**src/rtl/sb_add512.sv**
```systemverilog
// Adds two 512-bit numbers one 64-bit limb per cycle, least significant first.
module sb_add512 (
  input  logic        clk,
  input  logic        rst,
  input  logic        start,
  input  logic [511:0] a,
  input  logic [511:0] b,
  output logic [511:0] sum,
  output logic        done
);
  logic [2:0]  limb;
  logic        busy;
  logic        carry;
  logic [64:0] part;

  assign part = {1'b0, a[64*limb +: 64]} + {1'b0, b[64*limb +: 64]} + {64'd0, carry};

  always_ff @(posedge clk) begin
    if (rst) begin
      busy <= 1'b0;
      limb <= '0;
      carry <= 1'b0;
      done <= 1'b0;
    end else begin
      done <= 1'b0;
      if (start) begin
        busy <= 1'b1;
        limb <= '0;
        carry <= 1'b0;
      end else if (busy) begin
        sum[64*limb +: 64] <= part[63:0];
        carry <= part[64];
        limb <= limb + 3'd1;
        if (limb == 3'd7) begin
          busy <= 1'b0;
          done <= 1'b1;
        end
      end
    end
  end
endmodule

```
**config.mk**
```make
export PLATFORM = sky130hd
export DESIGN_NAME = sb_add512
export DESIGN_NICKNAME = d
export VERILOG_FILES = /design/src/rtl/sb_add512.sv
export SDC_FILE = /design/constraint.sdc
export NUM_CORES = 1
export LEC_CHECK = 0
export BUFFER_PORTS_ARGS = -buffer_cell sky130_fd_sc_hd__buf_4
export CORE_AREA = 2 2 605 607
export DETAILED_ROUTE_END_ITERATION = 6
export DIE_AREA = 0 0 607 609
export GPL_ROUTABILITY_DRIVEN = 0
export GPL_TIMING_DRIVEN = 0
export HOLD_SLACK_MARGIN = 0.1
export PLACE_DENSITY = 0.32
export SETUP_SLACK_MARGIN = 0.05
export SLEW_MARGIN = 15
export SYNTH_ARGS = -nofsm -noshare
export SYNTH_HDL_FRONTEND = slang
export SYNTH_SLANG_ARGS = --single-unit
```
**constraint.sdc**
```tcl
create_clock -name clk -period 13.65 [get_ports clk]
set_clock_uncertainty 0.1 [all_clocks]
set_input_delay 3.4125 -clock clk [delete_from_list [all_inputs] [get_ports clk]]
set_output_delay 3.4125 -clock clk [all_outputs]
set_load 0.05 [all_outputs]
```
# [After elaboration in Yosys (flattened, before gate mapping)]
# Index checks and enable logic that the tools add are counted.
[classes] add_sub_neg=4 eq_ne=1 n_shift=4 muxes=5 n_bitwise=3 reduce_logical=3
[ops] operator="512-bit by 10-bit variable part select with 64-bit output" n=2
[ops] operator="512-bit bitwise mux" n=1
[ops] operator="64-bit by 34-bit variable shift with 512-bit output (first input constant)" n=1
[ops] operator="64-bit by 34-bit variable part select with 512-bit output" n=1
[ops] operator="64-bit by 64-bit adder with 65-bit output" n=1
[ops] operator="65-bit by 1-bit adder with 65-bit output" n=1
[ops] operator="9-bit negation with 34-bit output" n=1
[ops] operator="1-bit 2-to-1 mux" n=4
[ops] operator="3-bit by 1-bit adder with 3-bit output (second input constant)" n=1
[ops] operator="3-bit == test (second input constant)" n=1
[ops] operator="1-bit NOT" n=3
[ops] operator="3-bit AND reduction" n=1
[ops] operator="3-bit OR reduction" n=1
[ops] operator="2-bit OR reduction" n=1
[totals] regBits=518 input_bits=1027 word_cells=25

# [Logic depth before layout (Yosys ltp)]
# Gate-level depths: netlist of run 1.
[logic_depth] word_depth=5 depth_mapped=17 ltp_nobuf=14

# [Worst setup path after synthesis of run 1]
# No wires, ideal clock.
[synth_timing] path_type="in2reg" startpoint="in start" endpoint="reg sum[192], enable pin" setup_time_ps=644 t_arrival_ps=10035 t_required_ps=12906 slack_ps=2871 cell_stages=4 path_cell_list="nor2_1 > nand2_1 > or2_2 > nor4_1"
[synth_via] elab_chain_len=2
[synth_rtl] element="from (decl)" line_no="5" source="input logic start,"
[synth_rtl] element="1-bit NOT (no source line)"
[synth_rtl] element="3-bit AND reduction (no source line)"
[synth_rtl] element="to (signal, indexed assignment)" line_no="31" source="sum[64*limb +: 64] <= part[63:0];"
[synth_rtl] element="to (decl)" line_no="8" source="output logic [511:0] sum,"
# No other way between the ends.
# A chain may end at the register's enable or synchronous reset.

# [Final worst setup path of run 1]
[layout_timing] startpoint="in b[448]" endpoint="reg sum[170], data pin"
[layout_via] elab_chain_len=5
[layout_rtl] element="from (decl)" line_no="7" source="input logic [511:0] b,"
[layout_rtl] element="512-bit by 10-bit variable part select with 64-bit output" line_no="16" source="assign part = {1'b0, a[64*limb +: 64]} + {1'b0, b[64*limb +: 64]} + {64'd0, carry};"
[layout_rtl] element="64-bit by 64-bit adder with 65-bit output" line_no="16"
[layout_rtl] element="65-bit by 1-bit adder with 65-bit output" line_no="16"
[layout_rtl] element="64-bit by 34-bit variable part select with 512-bit output" line_no="31"
[layout_rtl] element="512-bit bitwise mux" line_no="31"
# No other way between the ends.

==> results.sh, run 1 <==
export IMPL_run_status="completed"
export IMPL_synth_edf_count=512
export IMPL_die_x_um=607
export IMPL_ys_seq_area_frac=0.529
export IMPL_hold_buffers=0
export IMPL_die_height_um=609
export IMPL_total_power_mw=5.52
export IMPL_tightest_slew_ns=1.26
export IMPL_drcViolationCount=0
export IMPL_ctsResizeCount=0
export IMPL_synthFlopType="edfxtp_1"
export IMPL_die_area_um2=370000
export IMPL_drive_above_1_share=0.515
export IMPL_hpwl_um=274000
export IMPL_holdCritPathClass="flip-flop to flip-flop"
export IMPL_hold_viol_final=0
export IMPL_cts_setup_buffers=0
export IMPL_synth_compound_area_share=0.0518
export IMPL_coreArea_um2=364000
export IMPL_crit_end="sum[170]"
export IMPL_grtUsageTotal=0.161
export IMPL_fill_cells=41200
export IMPL_area_growth_pct=78.4
export IMPL_synthXorXnorAreaFrac=0.0182
export IMPL_clk_latency_ns=0.71
export IMPL_regToRegStartpoint="limb[1]"
export IMPL_ys_top_cells_by_area="edfxtp_1, mux4_2, nor2_1"
export IMPL_synth_cells=2430
export IMPL_grt_pass1_wl_um=374000
export IMPL_power_density_nw_per_um2=106
export IMPL_critPathMaxFanout=8
export IMPL_async_flop_share=0
export IMPL_critPathKind="primary input to flip-flop"
export IMPL_muxShareOfSynthArea=0.198
export IMPL_ys_ff_latch=518
export IMPL_routed_wirelength_um=309000
export IMPL_portBuffers=1539
export IMPL_setup_violations=0
export IMPL_synth_most_common_cell="nor2_1"
export IMPL_maxSlewViolCount=0
export IMPL_cts_sinks=518
export IMPL_post_synth_top_area_fraction=0.525
export IMPL_holdWs_ns=0.560
export IMPL_crit_required_ns=13.94
export IMPL_yosysUniqueCellTypes=59
export IMPL_avgSynthCellArea_um2=12.1
export IMPL_cts_tree="done"
export IMPL_endpoint_kind="flip-flop"
export IMPL_post_drt_wl_per_cell_um=34.0
export IMPL_cts_inserted_buffers=61
export IMPL_rrSetupSlack_ns=4.42
export IMPL_grt_ovfl_total=0
export IMPL_worstPathArrival_ns=9.85
export IMPL_grt_pass1_vias=30100
export IMPL_grt_max_degree=24
export IMPL_slew_headroom=0.160
export IMPL_clockBufferDepth=3
export IMPL_cts_root_buf="clkbuf_16"
export IMPL_post_route_period_util=0.701
export IMPL_drv_cap=0
export IMPL_clk_pin_slew_ns=0.06
export IMPL_yosysTopAreaCell="edfxtp_1"
export IMPL_yosys_warnings=0
export IMPL_syn_num_nets=3526
export IMPL_multiInputGateArea_um2=14000
export IMPL_synthSimpleGateAreaFrac=0.150
export IMPL_synth_top_family_by_area="multiplexers"
export IMPL_rows=222
export IMPL_antenna_found_initial=158
export IMPL_start_util=0.0805
export IMPL_dr_pass1_iters=5
export IMPL_htree_levels=2
export IMPL_max_freq_mhz=105
export IMPL_synthTopCellsByCount="nor2_1, edfxtp_1, nand2_1"
export IMPL_fin_nets=5284
export IMPL_leakagePower_nw=19.4
export IMPL_io_pins=1540
export IMPL_ir_drop_uv=95.0
export IMPL_viasPerCell=3.27
export IMPL_vias=29700
export IMPL_seqCellArea_um2=15500
export IMPL_rsz0062_at_grt="false"
export IMPL_crit_path_start_kind="primary input"
export IMPL_startpoint="b[448]"
export IMPL_drt_iter0_markers=2636
export IMPL_r2r_cells=19
export IMPL_synth_fa_ha_area_frac=0.0300
export IMPL_min_period_ns=9.56
export IMPL_syn_cell_area_um2=29300
export IMPL_rr_endpoint="sum[444]"
export IMPL_ant_nets=0
[flip-flops by register name, summed over array words and instances (netlist names)]
register  count
carry         1
limb          3
done          1
sum         512
busy          1
[metrics by stage]
stage | area [um^2] | setup slack [ns] | setup TNS, ns | cells | util
6_report | 52300 | 4.09 | 0 | 9091 | 0.144
5_1_grt | 52200 | 3.81 | 0 | 9071 | 0.144
4_1_cts | 52200 | 3.82 | 0 | 9055 | 0.143
3_5_place_dp | 50200 | 3.06 | 0 | 8941 | 0.138
3_3_place_gp | 46900 | -8.41 | -925.85 | 8785 | 0.129
2_1_floorplan | 29300 | 2.87 | 0 | 2430 | -
[routing by layer]
layer | global-route usage | vias to the layer above | wire length [um]
met1 | 0.189 | 15200 | 120000
met4 | 0.0390 | 74 | 8740
met5 | 0 | - | 478
met2 | 0.285 | 1489 | 155000
li1 | - | 12600 | -
met3 | 0.0455 | 378 | 25000
[worst min path at each step]
stage	from	to	depth (start not counted)
6_report	limb[2]	done	3
5_1_grt	limb[2]	done	3
4_1_cts	limb[2]	done	3
3_5_place_dp	limb[2]	done	3
3_3_place_gp	limb[2]	done	3
2_1_floorplan	limb[2]	done	3
[critical path: stages]
cell and delay, ns:
buf_4 0.15, mux4_2 0.62, nand2_1 0.19, nand2_1 0.09, fa_1 0.45, fa_1 0.71
a211oi_1 0.42, o21ai_0 0.44, a21boi_0 0.82, o32a_1 0.41, nand3_2 0.42, a41oi_2 0.73
o21ai_2 0.19, xnor2_4 0.39, buf_12 0.22, nor2_1 0.06
[where the power goes]
group / total, mW / switching, mW / internal, mW
sequential: 1.75 / 0.00294 / 1.75
clock: 1.69 / 0.789 / 0.905
combinational: 2.07 / 1.32 / 0.751
total: 5.52 / 2.12 / 3.41
[layout by cell type, fill, tap and decap left out, drive strengths merged, types with 8 or more instances in the layout]
cell type / netlist / layout
buf: 51 / 1746
nor2: 559 / 559
edfxtp: 512 / 512
nand2: 453 / 453
mux4: 256 / 256
clkbuf: 115 / 184
a21oi: 73 / 73
ha: 67 / 67
o21ai: 42 / 42
diode: 0 / 36
xnor2: 33 / 33
a21o: 31 / 31
clkinv: 0 / 28
xor2: 27 / 27
inv: 15 / 24
o21bai: 17 / 17
nor3: 17 / 17
nand3: 17 / 17
nand4: 16 / 16
a211oi: 12 / 12
nor3b: 8 / 8
[kinds of logic after synthesis]
logic type               after synthesis
buffers and inverters                181
multiplexers                         259
flip-flops                           518
adder cells (fa/ha/maj)               69
XOR/XNOR                              60
AND/OR/NAND/NOR                     1109
AO/OA/AOI/OAI                        234
[layout make-up]
type / count / area share
Clock buffer: 69 / 0.0298
Antenna cell: 36 / 0.00172
Timing Repair Buffer: 1695 / 0.268
Sequential cell: 518 / 0.296
Buffer: 166 / 0.0131
Multi-Input combinational cell: 1731 / 0.267
Inverter: 15 / 0.00108
Clock inverter: 45 / 0.00775
Tap cell: 4816 / 0.115
Note: power is estimated with default switching activity, not from simulation.
==> run 2: changes to the inputs <==
==> constraint.sdc (replaced) <==
create_clock -name clk -period 7.76 [get_ports clk]
set_clock_uncertainty 0.1 [all_clocks]
set_input_delay 1.94 -clock clk [delete_from_list [all_inputs] [get_ports clk]]
set_output_delay 1.94 -clock clk [all_outputs]
set_load 0.05 [all_outputs]
==> results.sh, run 2 (synthesis results as in run 1) <==
export IMPL_holdCritPathClass="flip-flop to flip-flop"
export IMPL_regMostFlops="sum"
export IMPL_power_density_nw_per_um2=186
export IMPL_cts_sinks=518
export IMPL_drive_above_1_share=0.520
export IMPL_reg_largest_list="sum (512), limb (3)"
export IMPL_multiInputGateArea_um2=14100
export IMPL_cts_tree="done"
export IMPL_drcViolationCount=0
export IMPL_seqCellArea_um2=15500
export IMPL_fin_setup_tns_ns=0
export IMPL_min_period_ns=7.24
export IMPL_crit_path_start_kind="flip-flop"
export IMPL_grt_ovfl_total=0
export IMPL_hold_viol_final=0
export IMPL_hpwl_um=274000
export IMPL_tightest_slew_ns=1.28
export IMPL_drt_iter0_markers=2676
export IMPL_vias=29800
export IMPL_final_common_cell="buf_4"
export IMPL_drv_cap=0
export IMPL_portBuffers=1539
export IMPL_holdWs_ns=0.559
export IMPL_coreArea_um2=364000
export IMPL_rsz0062_at_grt="false"
export IMPL_clkPwrFrac=0.306
export IMPL_io_pins=1540
export IMPL_cts_inserted_buffers=61
export IMPL_run_status="completed"
export IMPL_fin_nets=5285
export IMPL_leakagePower_nw=19.5
export IMPL_p_int_mw=6.01
export IMPL_grt_max_degree=24
export IMPL_setup_ws_ns=0.517
export IMPL_power_frac_seq=0.316
export IMPL_final_cell_area_um2=52500
export IMPL_routed_wirelength_um=309000
export IMPL_grt_pass1_wl_um=374000
export IMPL_dp_slack_ns=-1.95
export IMPL_total_power_mw=9.75
export IMPL_clk_latency_ns=0.71
export IMPL_start_util=0.0805
export IMPL_clockBufferDepth=3
export IMPL_antenna_found_initial=157
export IMPL_hold_buffers=0
export IMPL_dr_pass1_iters=5
export IMPL_die_height_um=609
export IMPL_grt_pass1_vias=30100
export IMPL_rows=222
export IMPL_critPathKind="flip-flop to flip-flop"
export IMPL_ant_nets=0
export IMPL_clk_pin_slew_ns=0.06
export IMPL_worstPathArrival_ns=7.54
export IMPL_final_util=0.144
export IMPL_die_area_um2=370000
export IMPL_htree_levels=2
export IMPL_final_cell_mix="buf_4, nor2_1, edfxtp_1, nand2_1, mux4_2"
export IMPL_setup_violations=0
export IMPL_area_growth_pct=79.0
export IMPL_grtUsageTotal=0.161
export IMPL_ir_drop_uv=167
export IMPL_endpoint_kind="flip-flop"
export IMPL_switchingPower_mw=3.73
export IMPL_slew_headroom=0.147
export IMPL_max_freq_mhz=138
export IMPL_layout_cells_non_filler=9094
export IMPL_largest_reg_flops=512
export IMPL_cts_root_buf="clkbuf_16"
export IMPL_post_drt_wl_per_cell_um=34.0
export IMPL_viasPerCell=3.28
export IMPL_dp_cells=8941
export IMPL_dpl_cell_area_um2=50200
export IMPL_p_comb_frac=0.378
export IMPL_crit_required_ns=8.06
export IMPL_post_route_period_util=0.933
export IMPL_fill_cells=41200
export IMPL_critPathMaxFanout=10
export IMPL_die_x_um=607
export IMPL_swShare=0.383
export IMPL_maxSlewViolCount=0
==> run 2: cell count changes in the layout (fill, tap and decap cells not counted), moves of 3 or more <==
cell             previous run  this run
o21ai_0                    39        35
buf_1                      28        24
clkbuf_2                   27        31
clkdlybuf4s15_2             0         3
clkbuf_1                   96        92
xnor2_2                    31        28
xnor2_4                     1         4
==> run 2: final timing paths <==
check	startpoint	to	slack [ns]	cells past startpoint
setup reg to reg	limb[0]	sum[250]	0.52	20
setup / recovery	limb[0]	sum[250]	0.52	20
hold reg to reg	limb[2]	done	0.56	3
hold / removal	limb[2]	done	0.56	3
==> run 2: layout make-up <==
type / instances / area share
Multi-Input combinational cell: 1731 / 0.268
Timing Repair Buffer: 1697 / 0.267
Tap cell: 4816 / 0.115
Clock inverter: 45 / 0.00773
Sequential cell: 518 / 0.295
Inverter: 15 / 0.00107
Buffer: 165 / 0.0136
Antenna cell: 38 / 0.00181
Clock buffer: 69 / 0.0297
==> run 2: power groups by stage <==
stage	Clock, mW	Combinational [mW]	Sequential, mW
2_1_floorplan	0	0.942	3.19
3_3_place_gp	0	3.11	3.15
3_5_place_dp	0	3.79	3.14
4_1_cts	3.10	3.83	3.08
5_1_grt	3.16	3.87	3.08
6_report	2.98	3.68	3.08
==> run 2: timing repair <==
| action | CTS | global route |
|---|---|---|
| hold endpoints to repair | 0 | 0 |
| pin swaps | 2 | 0 |
| endpoints found under the setup margin | 310 | 58 |
| resized for setup | 28 | 7 |
| buffers inserted | 2 | 0 |
==> run 2: metal layers <==
layer  vias to the layer above  GRT usage  routed length, um
li1                      12600          -                  -
met1                     15200      0.189             121000
met2                      1574      0.286             155000
met3                       401     0.0462              24200
met4                        74     0.0376               8890
met5                         -          0                479
==> run 2: critical path, stage by stage (launching register included) <==
cell and delay [ns]:
dfxtp_1 0.35, clkbuf_2 0.26, buf_8 0.20, clkbuf_2 0.37
buf_16 0.19, buf_4 0.31, mux4_2 0.69, nand2_1 0.20
nand2_1 0.09, fa_1 0.45, fa_2 0.56, a211oi_2 0.36
o21ai_2 0.18, a21boi_2 0.36, o32a_1 0.38, nand3_4 0.30
a2111oi_0 0.58, nor2_1 0.21, xnor2_4 0.38, buf_6 0.24
nor2_1 0.06
